**config.mk**
```make
export PLATFORM = sky130hd
export DESIGN_NAME = glrs_div
export DESIGN_NICKNAME = d
export VERILOG_FILES = /design/src/hw/rtl/glrs_div.sv
export SDC_FILE = /design/constraint.sdc
export NUM_CORES = 1
export LEC_CHECK = 0
export BUFFER_PORTS_ARGS = -buffer_cell sky130_fd_sc_hd__buf_2
export CORE_ASPECT_RATIO = 0.5
export CORE_UTILIZATION = 35
export DETAILED_ROUTE_END_ITERATION = 6
export SLEW_MARGIN = 10
export SYNTH_ARGS = -nofsm -noshare
export SYNTH_HDL_FRONTEND = slang
export SYNTH_SLANG_ARGS = --single-unit
```
**constraint.sdc**
```tcl
create_clock -name aclk -period 6.2 [get_ports aclk]
set_input_delay 0.31 -clock aclk [delete_from_list [all_inputs] [get_ports aclk]]
set_output_delay 0.31 -clock aclk [all_outputs]
set_load 0.02 [all_outputs]
```
**src/hw/rtl/glrs_div.sv**
```systemverilog
`default_nettype none

// Restoring divider of a fixed dividend (6 in fixed point) by an unsigned
// divisor, two quotient bits per cycle.
module glrs_div #(
    parameter int FRACTION_BITS = 16,
    parameter int DEN_W         = 37,
    parameter int QUO_W         = 2 * FRACTION_BITS + 3 + ((2 * FRACTION_BITS + 3) % 2)
) (
    input  wire logic             aclk,
    input  wire logic             aresetn,
    input  wire logic             start,
    input  wire logic [DEN_W-1:0] den,
    output logic                  done,
    output logic [QUO_W-1:0]      quo
);

    localparam int DIVIDEND = 6;
    localparam int STEPS    = QUO_W / 2;
    localparam int CNT_W    = (STEPS > 1) ? $clog2(STEPS) : 1;
    localparam logic [QUO_W-1:0] NUMER = QUO_W'(DIVIDEND) << (2 * FRACTION_BITS);

    logic             busy_reg;
    logic             done_reg;
    logic [CNT_W-1:0] cnt_reg;
    logic [DEN_W-1:0] den_reg;
    logic [DEN_W-1:0] rem_reg;
    logic [QUO_W-1:0] num_reg;
    logic [QUO_W-1:0] quo_reg;

    logic [DEN_W:0]   r1;
    logic [DEN_W:0]   r1s;
    logic [DEN_W:0]   r2;
    logic [DEN_W:0]   r2s;
    logic             ge1;
    logic             ge2;
    logic [DEN_W-1:0] rem_next;

    always_comb begin
        r1  = {rem_reg, num_reg[QUO_W-1]};
        ge1 = (r1 >= {1'b0, den_reg});
        r1s = ge1 ? (r1 - {1'b0, den_reg}) : r1;
        r2  = {r1s[DEN_W-1:0], num_reg[QUO_W-2]};
        ge2 = (r2 >= {1'b0, den_reg});
        r2s = ge2 ? (r2 - {1'b0, den_reg}) : r2;
        rem_next = r2s[DEN_W-1:0];
    end

    always_ff @(posedge aclk) begin
        if (!aresetn) begin
            busy_reg <= 1'b0;
            done_reg <= 1'b0;
            cnt_reg  <= '0;
        end else begin
            done_reg <= 1'b0;
            if (start) begin
                busy_reg <= 1'b1;
                cnt_reg  <= '0;
                den_reg  <= den;
                rem_reg  <= '0;
                num_reg  <= NUMER;
                quo_reg  <= '0;
            end else if (busy_reg) begin
                rem_reg <= rem_next;
                num_reg <= num_reg << 2;
                quo_reg <= {quo_reg[QUO_W-3:0], ge1, ge2};
                cnt_reg <= cnt_reg + 1'b1;
                if (cnt_reg == CNT_W'(STEPS - 1)) begin
                    busy_reg <= 1'b0;
                    done_reg <= 1'b1;
                end
            end
        end
    end

    assign done = done_reg;
    assign quo  = quo_reg;

endmodule

`default_nettype wire

```
==> results of run 1 <==
[final cells by class]
class	instances	area share
clock inverters	14	0.0129
inverters	62	0.0212
diodes	1	0.000228
flip-flops and latches	119	0.319
clock buffers	18	0.0391
multi-input cells	786	0.490
repair buffers	131	0.0780
well taps	344	0.0392
[cells by family (layout without fill, tap and decap cells)]
group	after synthesis	count (layout)
buffers and inverters	109	225
flip-flops	119	119
XOR/XNOR	64	64
multiplexers	30	30
AND/OR/NAND/NOR	327	327
other	0	1
adder cells (fa/ha/maj)	78	78
AO/OA/AOI/OAI	287	287
[synthesized netlist by cell type, types with 6 or more instances]
library cell,instances,area [sq um]
o21a_1,15,113
edfxtp_1,112,3360
nand2_1,98,368
and2_1,6,37.5
dfxtp_1,7,140
xor2_1,36,315
mux2i_1,29,290
and4_1,7,61.3
a31oi_1,11,68.8
a21oi_1,75,375
nand3_1,25,125
inv_1,62,233
ha_1,76,951
nand2b_1,9,56.3
nand4_1,13,81.3
buf_2,11,55.1
o31ai_1,10,75.1
nor2_1,80,300
nor2b_1,43,269
clkbuf_1,27,101
a211oi_1,9,67.6
a21o_1,24,180
nor3_1,15,75.1
xnor2_1,28,245
o21ai_0,77,385
and3_1,11,68.8
o21bai_1,7,52.6
[worst max path at each step]
stage             endpoint  slack, ps  cells after the start
2_1_floorplan  rem_reg[19]        630                     26
3_3_place_gp   rem_reg[36]        -50                     25
3_5_place_dp   rem_reg[36]       -150                     25
4_1_cts         rem_reg[8]         50                     25
5_1_grt        rem_reg[17]        -20                     27
6_report       rem_reg[17]        350                     28
[worst max-delay path, delay by kind of cell (launching register included)]
kind | cells | cell delay [ps]
adders and majority gates | 3 | 810
AOI/OAI and AO/OA | 15 | 3090
and+or+nand+nor | 3 | 360
xor gates and xnor gates | 1 | 170
DFF | 1 | 390
buffers and inverters | 6 | 770
[layer usage]
layer / share of wire / global-route usage / vias up
met5: 0 / 0 / -
met1: 0.51 / 0.267 / 3727
met4: 0.023 / 0.0759 / 0
met3: 0.064 / 0.0417 / 32
met2: 0.40 / 0.265 / 245
li1: - / - / 3908
[stage by stage]
stage                     setup slack [ps]   util
after floorplan                        631      -
after global placement               -48.3  0.402
after detailed placement              -154  0.402
after CTS                             49.2  0.424
after global routing                 -21.9  0.428
final                                  349  0.428
[repair_timing]
| item | in CTS | in global routing |
|---|---|---|
| hold buffers | 0 | 0 |
| resized for setup | 0 | 14 |
| gates cloned | 0 | 1 |
| buffers inserted | 1 | 2 |
| setup endpoints to repair | 36 | 38 |
| pin swaps | 1 | 4 |
[placed cells by master (no fill, tap or decap), drive strengths merged, types with 36 or more instances in the layout]
cell      n
nor2     80
buf     130
o21ai    82
ha       76
inv      67
xor2     36
nor2b    43
a21oi    75
nand2    98
edfxtp  112
==> results_dict.tcl, run 1 <==
set metrics [dict create \
    globalRouteOverflowTotal 0 \
    worst_skew_pair.late_latency_ps 440 \
    mappedNetlistNets 1132 \
    final_hold_vios 0 \
    postSynth.topFlopCell "edfxtp_1" \
    initial_cell_density_of_the_core 0.363 \
    antenna_found_initial 1 \
    timing.clock.skew_ps 9.88 \
    report.final.slew_viol_count 0 \
    totalWireLength_mm 25.1 \
    rows 41 \
    top_level_ports 77 \
    cts-root-buf "clkbuf_16" \
    first_global_vias 7287 \
    main_combinational_cell_family_by_area_after_synthesis "compound AO/OA/AOI/OAI gates" \
    die-area_sq_mm 0.0272 \
    synth-adder-area-share 0.107 \
    critPathMaxStageDelay_ps 390 \
    worstHoldPathCells 1 \
    whs_endpoint "den_reg[25]" \
    wire_length_of_the_first_global_routing_pass_mm 38.9 \
    detailroute.via_count 7912 \
    post_layout_nonfiller_instances 1475 \
    yosysWarnings 0 \
    dpl.cell_count 1438 \
    chipHeight_um 117 \
    fin_crit_ps 5850 \
    critical_path_required_ps 6380 \
    timing.critical_path.from "num_reg[35]" \
    max-slew-margin-rel 0.247 \
    layout.nets 1235 \
    run_status "finished clean" \
    critical_path_arrival_ps 6030 \
    ys_seq_elements 119 \
    route.detailed.vias_per_inst 5.36 \
    critical-path-slowest-cell "edfxtp_1" \
    post_synth_num_cell_types 75 \
    drtPass1Iterations 5 \
    muxShareOfSynthArea 0.0325 \
    synthXorXnorAreaFrac 0.0604 \
    core_area_sq_mm 0.0256 \
    grt_util_all_layers 0.185 \
    detailedPlacementHpwl_mm 18.4 \
    fill_cells 2481 \
    crit_type "flip-flop to flip-flop" \
    count_of_cells_along_the_worst_register_to_register_path 28 \
    dieWidth_um 232 \
    r2r-start "num_reg[35]" \
    slew_worst_pin_ps 1130 \
    postRouteAntennaNets 0 \
    synth_enable_flop_cells 112 \
    final_design_area_no_fill_sq_mm 0.0110 \
    placement.cell_area_sq_mm 0.0103 \
    compound_cell_area_share_of_the_yosys_netlist 0.201 \
    clock_tree.htree_level_count 4 \
    clock_tree_from_tritoncts "built" \
    grt_start_max_net_pins 77 \
    synthArstFlopShare 0 \
    post-route-period-util 0.944 \
    maxClockFrequency_ghz 0.171 \
    fin_worst_hold_slack_ps 44.1 \
    area_growth_pct 18.2 \
    avgRoutedWirePerCell_um 17.0 \
    netlist_area_sq_mm 0.00928 \
    critPathLaunchType "flip-flop" \
    slack_of_the_worst_reg_to_reg_path_ps 350 \
    seq_total_area_yosys 0.377 \
    place.gp.congestion 0.901 \
    cts.clk_slew.worst_paths_ps 60 \
    post_synth_and_or_nand_nor_area_fraction 0.172 \
    endpoint_type_of_the_worst_setup_path "flip-flop" \
    timing.hold.worst.class "input port to flip-flop" \
    route.detailed.drc 0 \
    multi_input_comb_area_sq_mm 0.00537 \
    detail_route.iter0.violations 617 \
    report.final.setup_viol 0 \
    critPathMaxFanout 7 \
    worst_hold_startpoint "den[25]" \
    syn_area_per_cell_sq_um 9.15 \
    clock_buffers_created_by_tritoncts 17 \
    cts.sinks 119 \
    max_cap_violations 0 \
    fraction_of_layout_cells_with_a_size_suffix_above_1 0.166 \
    placement.io_buffers 76 \
    setup_total_negative_slack_ps 0 \
    seqCellArea_sq_mm 0.00350 \
    clock_tree.buffer_depth 2 \
    critical_path.reg2reg.endpoint "rem_reg[17]" \
    netlist_instances 1014 \
]
Power of run 1 is not shown: default switching activity piles up to over one toggle a cycle in this logic, so the estimate is an artifact.
==> run 2, diff against run 1 <==
--- a/config.mk
+++ b/config.mk
@@ -7,7 +7,7 @@
 export LEC_CHECK = 0
 export BUFFER_PORTS_ARGS = -buffer_cell sky130_fd_sc_hd__buf_2
 export CORE_ASPECT_RATIO = 0.5
-export CORE_UTILIZATION = 35
+export CORE_UTILIZATION = 30
 export DETAILED_ROUTE_END_ITERATION = 6
 export SLEW_MARGIN = 10
 export SYNTH_ARGS = -nofsm -noshare
==> run 2 against run 1 <==
Routed wire length increased by 2.1%; critical endpoint is now rem_reg[2]; fmax decreased by 0.95%; critical path type unchanged; critical path depth decreased by 3; design area decreased by 1.2%.
==> results_dict.tcl, run 2 (same netlist as run 1, synthesis figures left out) <==
set metrics [dict create \
    run_status "finished clean" \
    max-slew-margin-rel 0.249 \
    worst_skew_pair.late_latency_ps 450 \
    layout.nets 1204 \
    cts.clk_slew.worst_paths_ps 60 \
    slew_worst_pin_ps 1130 \
    dr_wl_met3_mm 1.63 \
    clock_buffers_created_by_tritoncts 17 \
    cts.sinks 119 \
    whs_endpoint "den_reg[27]" \
    placement.cell_area_sq_mm 0.0101 \
    detail_route.iter0.violations 593 \
    post-route-period-util 0.953 \
    route.detailed.drc 0 \
    final_design_area_no_fill_sq_mm 0.0108 \
    initial_cell_density_of_the_core 0.306 \
    route.top_layer_used "met5" \
    crit_type "flip-flop to flip-flop" \
    max_cap_violations 0 \
    grt_start_max_net_pins 77 \
    drtPass1Iterations 5 \
    clock_tree_from_tritoncts "built" \
    fin_crit_ps 5910 \
    wirelength_met1_mm 12.5 \
    chipHeight_um 126 \
    antenna_found_initial 2 \
    endpoint_type_of_the_worst_setup_path "flip-flop" \
    setup_total_negative_slack_ps 0 \
    r2r-start "num_reg[35]" \
    fill_cells 3054 \
    slack_of_the_worst_reg_to_reg_path_ps 290 \
    die-area_sq_mm 0.0317 \
    timing.clock.skew_ps 8.80 \
    detailedPlacementHpwl_mm 18.5 \
    clock_tree.buffer_depth 2 \
    globalRouteOverflowTotal 0 \
    report.final.setup_viol 0 \
    critical_path_required_ps 6360 \
    detailroute.via_count 7847 \
    fraction_of_layout_cells_with_a_size_suffix_above_1 0.146 \
    layout_commonest_cell "edfxtp_1" \
    avgRoutedWirePerCell_um 17.1 \
    grt_util_all_layers 0.164 \
    totalWireLength_mm 25.6 \
    count_of_cells_along_the_worst_register_to_register_path 25 \
    fin_worst_hold_slack_ps 33.2 \
    placement.io_buffers 76 \
    unrepaired_setup_endpoints_after_global_routing "no" \
    wire_length_of_the_first_global_routing_pass_mm 40.8 \
    met2RoutedLength_mm 11.0 \
    rows 45 \
    holdBufCountCts 0 \
    place.gp.congestion 0.906 \
    dieWidth_um 251 \
    route.detailed.vias_per_inst 5.24 \
    core_area_sq_mm 0.0303 \
    critPathMaxFanout 17 \
    critical_path.reg2reg.endpoint "rem_reg[2]" \
    top_level_ports 77 \
    report.final.slew_viol_count 0 \
    layout.cells.most_common_list "112 x edfxtp_1, 98 x nand2_1, 80 x nor2_1" \
    worstHoldPathCells 1 \
    clock_tree.htree_level_count 4 \
    cts-root-buf "clkbuf_16" \
    first_global_vias 7616 \
    final_hold_vios 0 \
    critPathLaunchType "flip-flop" \
    critical_path_arrival_ps 6070 \
    area_growth_pct 16.8 \
    worst_hold_startpoint "den[27]" \
    maxClockFrequency_ghz 0.169 \
    postRouteAntennaNets 0 \
    timing.hold.worst.class "input port to flip-flop" \
]
-- run 2: changes by cell type in the layout (fill, tap and decap cells not counted), sizes merged --
cell / before / now
buf: 130 / 97
inv: 67 / 65
clkbuf: 19 / 20
clkinv: 4 / 6
-- run 2: critical path, cell delays in order, from the launching register on --
cell and delay (ps):
edfxtp_1 390, inv_1 70, ha_1 140, inv_1 50, fa_2 370, a211oi_2 310
o21ai_2 140, and2_1 180, a41oi_1 260, nand3_2 150, a211oi_4 350, buf_12 180
nand2_1 50, o21ai_0 150, ha_2 360, a211oi_1 240, nor2_1 110, o41ai_2 430
o31ai_2 170, a31oi_2 280, o31ai_1 130, a221oi_2 290, o311a_4 330, clkbuf_16 220
mux2i_1 200, nor2_1 50
-- run 2: layer usage --
layer	track usage	vias up
met4	0.0541	2
met2	0.251	254
li1	-	3848
met1	0.227	3713
met5	0	-
met3	0.0394	30
-- run 2: worst max path at each step --
stage,cells past startpoint,from,slack [ps],endpoint
5_1_grt,25,num_reg[35],20,rem_reg[9]
4_1_cts,24,num_reg[35],120,rem_reg[36]
2_1_floorplan,26,num_reg[35],630,rem_reg[19]
6_report,25,num_reg[35],290,rem_reg[2]
3_5_place_dp,24,num_reg[35],140,rem_reg[36]
3_3_place_gp,24,num_reg[35],150,rem_reg[36]
-- run 2: cell type report --
class / count / area, sq um / area share
sequential: 119 / 3500 / 0.323
antenna: 1 / 2.50 / 0.000231
timing repair buffer: 100 / 658 / 0.0607
clock buffer: 17 / 425 / 0.0392
multi-input combinational: 786 / 5390 / 0.498
inverter: 62 / 233 / 0.0215
tap: 399 / 499 / 0.0461
clock inverter: 14 / 125 / 0.0115
-- run 2: what timing repair did --
item	CTS	global route
endpoints found under the hold margin	0	0
setup buffers	0	4
gates resized for setup	0	16
endpoints found under the setup margin	0	27
-- run 2: stage by stage --
step	instances	util	worst slack (ps)
2_1_floorplan	1014	-	631
3_3_place_gp	1459	0.333	148
3_5_place_dp	1459	0.333	143
4_1_cts	1490	0.351	116
5_1_grt	1498	0.357	15.5
6_report	1498	0.357	293
Power of run 2 is left out for the same reason.
==> run 3, diff against run 2 <==
--- a/config.mk
+++ b/config.mk
@@ -7,8 +7,9 @@
 export LEC_CHECK = 0
 export BUFFER_PORTS_ARGS = -buffer_cell sky130_fd_sc_hd__buf_2
 export CORE_ASPECT_RATIO = 0.5
-export CORE_UTILIZATION = 30
+export CORE_UTILIZATION = 62
 export DETAILED_ROUTE_END_ITERATION = 6
+export PLACE_DENSITY = 0.82
 export SLEW_MARGIN = 10
 export SYNTH_ARGS = -nofsm -noshare
 export SYNTH_HDL_FRONTEND = slang
==> run 3 against run 2 <==
Setup slack better by 23 ps; critical path depth increased by 1; via count is 2.5% higher; cell count down 14%; largest cell class unchanged; sequential share of layout area grew 1.2 points; highest routed layer is now met4; critical path type unchanged; flip-flop and latch count stayed put.
==> results_dict.tcl, run 3 (same netlist as run 1, synthesis figures left out) <==
set metrics [dict create \
    fin_crit_ps 5880 \
    chipHeight_um 88.5 \
    clock_tree_from_tritoncts "built" \
    clock_tree.htree_level_count 4 \
    place.gp.congestion 0.952 \
    holdBufCountCts 0 \
    post-route-period-util 0.949 \
    avgRoutedWirePerCell_um 18.3 \
    grt_start_max_net_pins 77 \
    detail_route.iter0.violations 888 \
    layout.nets 1201 \
    layout_commonest_cell "edfxtp_1" \
    clock_tree.buffer_depth 2 \
    r2r-start "num_reg[35]" \
    whs_endpoint "den_reg[7]" \
    antenna_cells_inserted 0 \
    drtPass1Iterations 7 \
    initial_cell_density_of_the_core 0.638 \
    report.final.setup_viol 0 \
    route.detailed.drc 0 \
    wire_length_of_the_first_global_routing_pass_mm 37.6 \
    cts.clk_slew.worst_paths_ps 70 \
    worst_hold_startpoint "den[7]" \
    cts.sinks 119 \
    critical-path-slowest-cell "fa_1" \
    slack_of_the_worst_reg_to_reg_path_ps 320 \
    critPathMaxStageDelay_ps 440 \
    grt_util_all_layers 0.311 \
    run_status "finished clean" \
    die-area_sq_mm 0.0155 \
    critPathMaxFanout 31 \
    critical_path_arrival_ps 6020 \
    critPathLaunchType "flip-flop" \
    slew_worst_pin_ps 1120 \
    top_level_ports 77 \
    area_growth_pct 12.6 \
    cp_top_family "compound AO/OA/AOI/OAI gates" \
    crit_buf_inv 5 \
    worst_skew_pair.late_latency_ps 430 \
    placement.io_buffers 76 \
    count_of_cells_along_the_worst_register_to_register_path 26 \
    maxClockFrequency_ghz 0.170 \
    fraction_of_layout_cells_with_a_size_suffix_above_1 0.136 \
    layout.cells.most_common_list "112 x edfxtp_1, 98 x nand2_1, 80 x nor2_1" \
    report.final.slew_viol_count 0 \
    antenna_found_initial 0 \
    fin_worst_hold_slack_ps 52.7 \
    clock_buffers_created_by_tritoncts 17 \
    critical_path_required_ps 6340 \
    detailroute.via_count 8040 \
    globalRouteOverflowTotal 0 \
    critical_path.reg2reg.endpoint "rem_reg[12]" \
    final_hold_vios 0 \
    first_global_vias 7433 \
    postRouteAntennaNets 0 \
    detailedPlacementHpwl_mm 17.0 \
    max-slew-margin-rel 0.254 \
    core_area_sq_mm 0.0145 \
    rows 31 \
    crit_type "flip-flop to flip-flop" \
    route.detailed.vias_per_inst 6.21 \
    endpoint_type_of_the_worst_setup_path "flip-flop" \
    totalWireLength_mm 23.6 \
    cts-root-buf "clkbuf_16" \
    max_cap_violations 0 \
    dieWidth_um 175 \
    timing.clock.skew_ps 12.1 \
    timing.hold.worst.class "input port to flip-flop" \
    worstHoldPathCells 1 \
]
## run 3: changes by cell type in the layout (fill, tap and decap cells not counted), sizes merged
| cell | change |
|---|---|
| clkinv | -3 |
| clkbuf | -3 |
| diode | -1 |
| bufinv | -1 |
| inv | +5 |
## run 3: how the worst max path moves through the flow
stage	from	end	cells past startpoint
floorplan	num_reg[35]	rem_reg[19]	26
global placement	num_reg[35]	rem_reg[36]	24
detailed placement	num_reg[35]	rem_reg[12]	25
CTS	num_reg[35]	rem_reg[12]	24
global route	num_reg[35]	rem_reg[4]	26
finish	num_reg[35]	rem_reg[12]	26
## run 3: stage by stage
step	worst slack (ps)	instance area [sq um]	setup TNS [ps]	cells	utilization
4_1_cts	285	10400	0	1290	0.715
2_1_floorplan	631	9280	0	1014	-
3_3_place_gp	504	9860	0	1258	0.678
5_1_grt	-11.6	10500	-22.1	1294	0.719
6_report	316	10500	0	1294	0.719
3_5_place_dp	354	9860	0	1258	0.678
## run 3: layer usage
metal	vias to the layer above	routed length (um)	GRT usage
met5	-	0	0
met4	0	449	0.108
met3	42	2160	0.0769
met2	383	10300	0.491
met1	3772	10700	0.423
li1	3843	-	-
## run 3: layout make-up
cell class                      count  area [sq um]
Fill cell                        1092          4090
Sequential cell                   119          3500
Clock buffer                       17           425
Multi-Input combinational cell    786          5350
Tap cell                          198           248
Timing Repair Buffer               97           579
Clock inverter                     15           119
Inverter                           62           233
## run 3: worst reg2reg max path, cell delays in order, from the launching register on
cell and delay (ps):
edfxtp_1 390, inv_1 70, ha_1 160, inv_1 50
fa_1 440, a211oi_2 260, o21ai_2 130, and2_1 180
a41oi_1 190, nand3_1 170, a211oi_4 320, buf_12 210
nand2_1 70, o21ai_0 210, ha_2 400, o21ai_0 160
nor2_1 100, o41ai_2 310, buf_4 170, o31ai_1 90
a31oi_2 280, o31ai_1 120, a221oi_2 220, o311a_2 320
buf_12 250, mux2i_1 250, nor2_1 60
## run 3: what timing repair did
action	in CTS	in global routing
endpoints found under the setup margin	0	33
buffers inserted	0	4
resized for setup	0	4
Power of run 3 is left out for the same reason.
